`config.mk`:
```
export PLATFORM = sky130hd
export DESIGN_NAME = lru_key_value_cache
export DESIGN_NICKNAME = d
export VERILOG_FILES = /design/src/hdl/lkv_pkg.sv /design/src/hdl/lkv_cell.sv /design/src/hdl/lru_key_value_cache.sv
export SDC_FILE = /design/constraint.sdc
export NUM_CORES = 2
export LEC_CHECK = 0
export BUFFER_PORTS_ARGS = -buffer_cell sky130_fd_sc_hd__buf_2
export CAP_MARGIN = 5
export CORE_UTILIZATION = 45
export CTS_CLUSTER_SIZE = 10
export DETAILED_ROUTE_END_ITERATION = 8
export HOLD_SLACK_MARGIN = 0.08
export PLACE_DENSITY = 0.58
export SLEW_MARGIN = 15
export SYNTH_ARGS = -nofsm -noshare
export SYNTH_HDL_FRONTEND = slang
export SYNTH_HIERARCHICAL = 1
export SYNTH_SLANG_ARGS = --single-unit
```
`constraint.sdc`:
```
create_clock -name clock -period 21.1 [get_ports clock]
set_input_delay 1.055 -clock clock [delete_from_list [all_inputs] [get_ports clock]]
set_output_delay 1.055 -clock clock [all_outputs]
set_load 0.005 [all_outputs]
```
`src/hdl/lkv_pkg.sv`:
```
package lkv_pkg;

   localparam int KEY_W = 32;
   localparam int VAL_W = 32;
   localparam int CAPACITY_W = 7;

   localparam logic [CAPACITY_W-1:0] CAPACITY_RESET = 7'd64;
   localparam logic [VAL_W-1:0] MISS_VALUE = {VAL_W{1'b1}};

   localparam logic CMD_GET = 1'b0;
   localparam logic CMD_PUT = 1'b1;

   // broadcast from the controller to every cell of the chain
   typedef struct packed {
      logic compare;   // latch the key match of this request
      logic update;    // apply the shift computed from the latched matches
      logic hit_any;   // some cell matched
      logic evict;     // a miss drops the least recent entry
   } cell_ctl_type;

endpackage

```
`src/hdl/lkv_cell.sv`:
```
module lkv_cell (
   input  logic                             clock,
   input  logic                             reset,
   input  lkv_pkg::cell_ctl_type            ctl,
   input  logic [lkv_pkg::KEY_W-1:0]        lookup_key,
   input  logic                             left_valid,
   input  logic [lkv_pkg::KEY_W-1:0]        left_key,
   input  logic [lkv_pkg::VAL_W-1:0]        left_value,
   input  logic                             below_match,
   input  logic [lkv_pkg::VAL_W-1:0]        below_value,
   output logic                             valid,
   output logic [lkv_pkg::KEY_W-1:0]        key,
   output logic [lkv_pkg::VAL_W-1:0]        value,
   output logic                             match,
   output logic                             up_match,
   output logic [lkv_pkg::VAL_W-1:0]        up_value
);

   logic                        valid_ff;
   logic                        valid_in;
   logic [lkv_pkg::KEY_W-1:0]   key_ff;
   logic [lkv_pkg::VAL_W-1:0]   value_ff;
   logic                        match_ff;
   logic                        shift;

   // gather the hit flag and hit value from this cell and the ones behind it
   assign up_match = match_ff | below_match;
   assign up_value = (match_ff ? value_ff : '0) | below_value;

   // pick which cells move back one place in the recency order
   always_comb begin
      if (ctl.hit_any) begin
         shift = up_match;
      end else if (ctl.evict) begin
         shift = valid_ff;
      end else begin
         shift = valid_ff | left_valid;
      end
      valid_in = (ctl.update && shift) ? left_valid : valid_ff;
   end

   // hold valid and match flags
   always_ff @(posedge clock) begin
      if (reset) begin
         valid_ff <= 1'b0;
         match_ff <= 1'b0;
      end else begin
         valid_ff <= valid_in;
         if (ctl.compare) begin
            match_ff <= valid_ff && (key_ff == lookup_key);
         end
      end
   end

   // take the neighbor's entry on a shift
   always_ff @(posedge clock) begin
      if (ctl.update && shift) begin
         key_ff   <= left_key;
         value_ff <= left_value;
      end
   end

   assign valid = valid_ff;
   assign key   = key_ff;
   assign value = value_ff;
   assign match = match_ff;

endmodule

```
`src/hdl/lru_key_value_cache.sv`:
```
// Fully associative key/value cache with least-recently-used replacement,
// built as a row of ENTRIES cells kept in recency order (cell 0 is the most
// recent entry, valid cells form a prefix). A request is accepted in the idle
// state, in the compare state all cells compare the key in parallel and
// register the match, and in the update state the chosen cells shift one
// place back and the hit or new entry lands in cell 0. A get whose result
// finds the output register still full waits in the update state until
// that beat is taken; a put never waits. A get returns found and the stored
// value, or found clear and all ones on a miss; a put returns nothing. The
// capacity register limits occupancy (0 acts as 1, values above ENTRIES act
// as ENTRIES) and is to be written only while the cache is idle, which the
// block does not enforce. The store is empty after reset with no clearing pass.
module lru_key_value_cache #(
   parameter int ENTRIES = 64
) (
   input  logic                                    clock,
   input  logic                                    reset,
   input  logic                                    csr_write_enable,
   input  logic [lkv_pkg::CAPACITY_W-1:0]          csr_write_data,
   input  logic                                    req_valid,
   output logic                                    req_stall,
   input  logic                                    req_command,
   input  logic signed [lkv_pkg::KEY_W-1:0]        req_key,
   input  logic signed [lkv_pkg::VAL_W-1:0]        req_value,
   output logic                                    rsp_valid,
   input  logic                                    rsp_stall,
   output logic                                    rsp_found,
   output logic signed [lkv_pkg::VAL_W-1:0]        rsp_read_value
);

   localparam int OCC_W = $clog2(ENTRIES + 1);
   localparam int CW = (OCC_W > lkv_pkg::CAPACITY_W) ? OCC_W : lkv_pkg::CAPACITY_W;

   typedef enum logic [1:0] {
      ST_IDLE,
      ST_CMP,
      ST_UPD
   } state_type;

   state_type                        state_ff;
   state_type                        state_in;
   logic [lkv_pkg::CAPACITY_W-1:0]   csr_capacity_ff;
   logic [OCC_W-1:0]                 occ_ff;
   logic [OCC_W-1:0]                 occ_in;
   logic                             evict_ff;
   logic                             cmd_ff;
   logic [lkv_pkg::KEY_W-1:0]        key_ff;
   logic [lkv_pkg::VAL_W-1:0]        value_ff;
   logic                             rsp_valid_ff;
   logic                             rsp_valid_in;
   logic                             rsp_found_ff;
   logic [lkv_pkg::VAL_W-1:0]        rsp_value_ff;

   logic                             req_accept;
   logic                             rsp_free;
   logic                             upd_go;
   logic                             hit_any;
   logic [CW-1:0]                    cap_wide;
   logic [CW-1:0]                    cap_eff;
   lkv_pkg::cell_ctl_type            ctl;

   logic                             chain_valid [ENTRIES+1];
   logic [lkv_pkg::KEY_W-1:0]        chain_key   [ENTRIES+1];
   logic [lkv_pkg::VAL_W-1:0]        chain_value [ENTRIES+1];
   logic                             chain_match [ENTRIES+1];
   logic [lkv_pkg::VAL_W-1:0]        chain_hit   [ENTRIES+1];
   logic [ENTRIES-1:0]               valid_vec;
   logic [ENTRIES-1:0]               match_vec;

   // handshake
   assign req_stall  = (state_ff != ST_IDLE);
   assign req_accept = req_valid && !req_stall;
   assign rsp_free   = !rsp_valid_ff || !rsp_stall;

   // clamp the capacity register into 1..ENTRIES
   always_comb begin
      cap_wide = CW'(csr_capacity_ff);
      if (cap_wide == '0) begin
         cap_eff = CW'(1);
      end else if (cap_wide > CW'(ENTRIES)) begin
         cap_eff = CW'(ENTRIES);
      end else begin
         cap_eff = cap_wide;
      end
   end

   // hold the capacity register
   always_ff @(posedge clock) begin
      if (reset) begin
         csr_capacity_ff <= lkv_pkg::CAPACITY_RESET;
      end else if (csr_write_enable) begin
         csr_capacity_ff <= csr_write_data;
      end
   end

   // sequence one request: accept, compare, update
   always_comb begin
      hit_any      = chain_match[0];
      upd_go       = (state_ff == ST_UPD) && ((cmd_ff == lkv_pkg::CMD_PUT) || rsp_free);
      state_in     = state_ff;
      occ_in       = occ_ff;
      rsp_valid_in = rsp_valid_ff && rsp_stall;
      case (state_ff)
         ST_IDLE: begin
            if (req_accept) begin
               state_in = ST_CMP;
            end
         end
         ST_CMP: begin
            state_in = ST_UPD;
         end
         ST_UPD: begin
            if (upd_go) begin
               state_in = ST_IDLE;
               if (cmd_ff == lkv_pkg::CMD_GET) begin
                  rsp_valid_in = 1'b1;
               end else if (!hit_any && !evict_ff) begin
                  occ_in = occ_ff + OCC_W'(1);
               end
            end
         end
         default: begin
            state_in = ST_IDLE;
         end
      endcase
      ctl.compare = (state_ff == ST_CMP);
      ctl.update  = upd_go && (hit_any || (cmd_ff == lkv_pkg::CMD_PUT));
      ctl.hit_any = hit_any;
      ctl.evict   = evict_ff;
   end

   // hold state, occupancy, the request and the result beat
   always_ff @(posedge clock) begin
      if (reset) begin
         state_ff     <= ST_IDLE;
         occ_ff       <= '0;
         evict_ff     <= 1'b0;
         rsp_valid_ff <= 1'b0;
      end else begin
         state_ff     <= state_in;
         occ_ff       <= occ_in;
         rsp_valid_ff <= rsp_valid_in;
         if (state_ff == ST_CMP) begin
            evict_ff <= (CW'(occ_ff) >= cap_eff);
         end
      end
      if (req_accept) begin
         cmd_ff   <= req_command;
         key_ff   <= req_key;
         value_ff <= req_value;
      end
      if (upd_go && (cmd_ff == lkv_pkg::CMD_GET)) begin
         rsp_found_ff <= hit_any;
         rsp_value_ff <= hit_any ? chain_hit[0] : lkv_pkg::MISS_VALUE;
      end
   end

   // feed the head of the chain: request key, and the hit value on a get
   assign chain_valid[0] = 1'b1;
   assign chain_key[0]   = key_ff;
   assign chain_value[0] = (cmd_ff == lkv_pkg::CMD_GET) ? chain_hit[0] : value_ff;
   assign chain_match[ENTRIES] = 1'b0;
   assign chain_hit[ENTRIES]   = '0;

   // build the row of cells
   for (genvar i = 0; i < ENTRIES; i++) begin : g_cell
      lkv_cell u_cell (
         .clock       (clock),
         .reset       (reset),
         .ctl         (ctl),
         .lookup_key  (key_ff),
         .left_valid  (chain_valid[i]),
         .left_key    (chain_key[i]),
         .left_value  (chain_value[i]),
         .below_match (chain_match[i+1]),
         .below_value (chain_hit[i+1]),
         .valid       (chain_valid[i+1]),
         .key         (chain_key[i+1]),
         .value       (chain_value[i+1]),
         .match       (match_vec[i]),
         .up_match    (chain_match[i]),
         .up_value    (chain_hit[i])
      );
      assign valid_vec[i] = chain_valid[i+1];
   end

   assign rsp_valid      = rsp_valid_ff;
   assign rsp_found      = rsp_found_ff;
   assign rsp_read_value = rsp_value_ff;

   // occupancy tracks the valid cells, which always form a prefix
   a_occ_matches: assert property (@(posedge clock) disable iff (reset)
      ($countones(valid_vec) == int'(occ_ff)) && (((valid_vec >> 1) & ~valid_vec) == '0))
      else $error("valid cells disagree with occupancy or are not a prefix");

   // a key sits in at most one cell
   a_single_hit: assert property (@(posedge clock) disable iff (reset)
      (state_ff == ST_UPD) |-> $onehot0(match_vec))
      else $error("key matched in more than one cell");

   // a result beat appears only out of the update cycle of a get
   a_rsp_source: assert property (@(posedge clock) disable iff (reset)
      $rose(rsp_valid_ff) |-> $past(upd_go && (cmd_ff == lkv_pkg::CMD_GET)))
      else $error("result beat without a finished get");

   // occupancy never passes the number of cells
   a_occ_bound: assert property (@(posedge clock) disable iff (reset)
      int'(occ_ff) <= ENTRIES)
      else $error("occupancy above cell count");

endmodule
```
==> flow_summary.yaml <==
cts:
  postCtsSetupRepairBufs: 0
  cts.path.max_buffers: 4
  clk_pin_slew_worst_paths_ps: 60
  cts_resized: 0
  clk_latency_ps: 1010
  cts_tree: "done"
  htree_levels: 5
  clock-root-buffer: "clkbuf_16"
  hold_buffers: 0
  cts_sinks: 4340
  cts_buffers: 482
power_and_ir_drop:
  p_leak_nw: 70.12
  ir_drop_v: 0.00007702
  p_per_area_mw_per_mm2: 92.61
  power.total_mw: 17.96
sta:
  min_period_ps: 16120
  slew_viol_final: 0
  worstMarginPinSlew_ps: 1165
  setup_viol_count_final: 0
  fin_setup_tns_ps: 0
  skew_ps: 71.30
  rsz0062_at_grt: "no"
  min_period_over_period: 0.7641
  slew_headroom: 0.2222
  finalHoldViolCount: 0
  fmax_ghz: 0.06203
critical_path:
  worst_ep_arrival_time_ps: 16980
  cp-startpoint: "g_cell[63].u_cell/match"
  crit_buf_inv: 66
  crit_family: "simple AND/OR/NAND/NOR gates"
  r2r-start: "g_cell[63].u_cell/match"
  critPathMaxStageDelay_ps: 720
  crit_top_cell: "nor2_1"
  critPathKind: "reg2reg"
  cp_data_required_time_ps: 21960
  cp_slowest_cell: "o311a_2"
  start_kind: "register"
  r2r_slack_ps: 4980
  end_kind: "register"
  reg2regPathDepth: 134
  r2r-end: "g_cell[55].u_cell/valid"
  cp-endpoint: "g_cell[55].u_cell/valid"
  critPathMaxFanout: 70
  cp.depth: 134
grt:
  grt_pass1_wl_um: 653700
  antenna_found_initial: 2
  grt_overflow: 0
  grt_pass1_vias: 94098
  grt_use_total: 0.2289
  grt_max_degree: 71
logic_synthesis:
  synth_cell_type_count: 37
  yosys_warnings: 6
  synth-edff-count: 4194
  synth-seq-cells: 4340
  ys_dominant_reg_cell: "edfxtp_1"
  synth_area_per_cell_um2: 16.80
  syn-cell-area_mm2: 0.1724
  synthArstFlopShare: 0
  yosysSeqAreaShare: 0.7474
  postSynthCellCount: 10262
placement:
  dpl.cell_count: 15302
  io_buffers: 111
  hpwl_um: 294100
  place_area_mm2: 0.1799
  gp_congestion: 0.8363
routing:
  routed_wl_um: 443100
  wl_met1_um: 173700
  drc: 0
  wl_met3_um: 19350
  wl_met2_um: 232700
  num_vias: 89710
  post_drt_via_cell_ratio: 5.559
  dr.max_layer_used: "met4"
  wl_per_cell_um: 27.46
  dr.pass1.iters: 5
  drt.antenna.violating_nets: 0
  drtIter0Drc: 7683
floorplanning:
  pin_count: 112
  die_w_um: 621.0
  start_util: 0.4537
  die_h_um: 621.0
  die_area_mm2: 0.3856
  fp-row-count: 226
  core_area_mm2: 0.3800
layout:
  instances_no_fill: 16139
  final_area_mm2: 0.1940
  nets: 10855
  drive_gt1_frac: 0.08290
  synthToLayoutAreaGrowth_pct: 12.49
run:
  cap_viol_max_count: 0
min_path:
  min_from: "req_key[8]"
  hp-class: "in2reg"
outcome:
  outcome: "complete, no violations"
-- per-layer routing --
layer,up-vias,track usage
li1,40087,-
met1,46144,0.2808
met2,2566,0.4142
met3,913,0.02693
met4,0,0.08348
met5,-,0
-- cells by family (layout without fill, tap and decap cells) --
| family | count (synthesis) | in the layout | share of synthesized area |
|---|---|---|---|
| DFF | 4340 | 4340 | 0.7474 |
| AOI/OAI and AO/OA | 2186 | 2186 | 0.09514 |
| xor gates and xnor gates | 2054 | 2054 | 0.1043 |
| and+or+nand+nor | 1233 | 1233 | 0.03847 |
| buffers and inverters | 336 | 1163 | 0.007837 |
| muxes | 103 | 103 | 0.006212 |
| adders and majority gates | 8 | 8 | 0.0005806 |
| other | 2 | 36 | 0.00004356 |
-- power breakdown --
| part | internal (mW) | total [mW] | switching [mW] |
|---|---|---|---|
| registers | 9.44 | 9.50 | 0.0606 |
| clock network | 4.33 | 7.66 | 3.33 |
| logic | 0.309 | 0.798 | 0.489 |
| total | 14.1 | 18.0 | 3.88 |
-- Yosys cell counts (8+ instances only) --
cell type | n | share of area
nand4_1 | 385 | 0.014
dfxtp_1 | 146 | 0.017
nor4_1 | 258 | 0.0094
a21o_1 | 2048 | 0.089
ha_1 | 8 | 0.00058
xnor2_1 | 1478 | 0.075
o21ai_1 | 64 | 0.0019
nor2b_1 | 64 | 0.0023
xor2_1 | 576 | 0.029
buf_2 | 69 | 0.0020
clkbuf_1 | 196 | 0.0043
o311a_1 | 64 | 0.0037
edfxtp_1 | 4194 | 0.73
nor2_1 | 214 | 0.0047
nand3_1 | 67 | 0.0019
mux2_2 | 32 | 0.0021
nand2_1 | 199 | 0.0043
inv_1 | 70 | 0.0015
mux2i_1 | 71 | 0.0041
nand2b_1 | 32 | 0.0012
-- layout by cell type (no fill, tap or decap), types with 5 or more instances in the layout --
cell type	Yosys	routed
clkbuf_1	196	302
clkinv_16	0	10
inv_1	70	69
nor4_1	258	258
xnor2_1	1478	1478
conb_1	2	35
o311a_2	0	64
a21o_1	2048	2048
clkinv_8	0	5
clkbuf_16	0	487
buf_4	1	118
o21ai_1	64	64
buf_2	69	110
mux2i_1	71	71
inv_6	0	8
buf_12	0	28
dfxtp_1	146	119
nand4_1	385	385
nand3_1	67	67
nor2b_1	64	64
ha_1	8	8
nand2_1	199	199
mux2_2	32	32
dfxtp_2	0	26
nand2b_1	32	32
edfxtp_1	4194	4194
xor2_1	576	576
clkbuf_8	0	17
nor2_1	214	212
-- worst reg2reg max path, delay by kind of cell (launching register included) --
| family | cells | cell delay [ps] |
|---|---|---|
| AND/OR/NAND/NOR | 66 | 9340 |
| buffers and inverters | 66 | 5360 |
| flip-flops | 1 | 310 |
| multiplexers | 1 | 250 |
| AO/OA/AOI/OAI | 1 | 720 |
-- metrics by stage --
stage	util	setup WS, ps	hold slack (ps)
3_5_place_dp	0.4732	4888	431.7
3_3_place_gp	0.4732	4267	427.2
4_1_cts	0.5103	4770	150.7
5_1_grt	0.5103	2510	195.3
6_report	0.5103	4978	231.6
2_1_floorplan	-	7519	426.8
-- worst min-delay path by stage --
| stage | end | cells past startpoint |
|---|---|---|
| 6_report | key_ff[8] | 1 |
| 5_1_grt | key_ff[18] | 1 |
| 4_1_cts | key_ff[8] | 1 |
| 3_5_place_dp | g_cell[5].u_cell/value[16] | 0 |
| 3_3_place_gp | g_cell[1].u_cell/value[22] | 0 |
| 2_1_floorplan | g_cell[10].u_cell/value[0] | 0 |
-- sequential cells by signal, indices dropped and copies added (netlist names) --
signal	flops
g_cell.u_cell/valid	64
value_ff	32
evict_ff	1
occ_ff	7
rsp_read_value	32
rsp_found	1
key_ff	32
state_ff	2
cap_wide	7
cmd_ff	1
g_cell.u_cell/match	64
g_cell.u_cell/key	2048
rsp_valid	1
g_cell.u_cell/value	2048
-- area by class of cell --
cell class | count | area, µm²
multi-input combinational | 5619 | 42430
sequential | 4340 | 128900
inverter | 70 | 267.8
timing repair buffer | 257 | 2012
clock buffer | 806 | 13550
clock inverter | 30 | 513.0
antenna | 1 | 2.502
fill | 31008 | 186100
tap | 5016 | 6276
(Power assumes the default switching activity.)
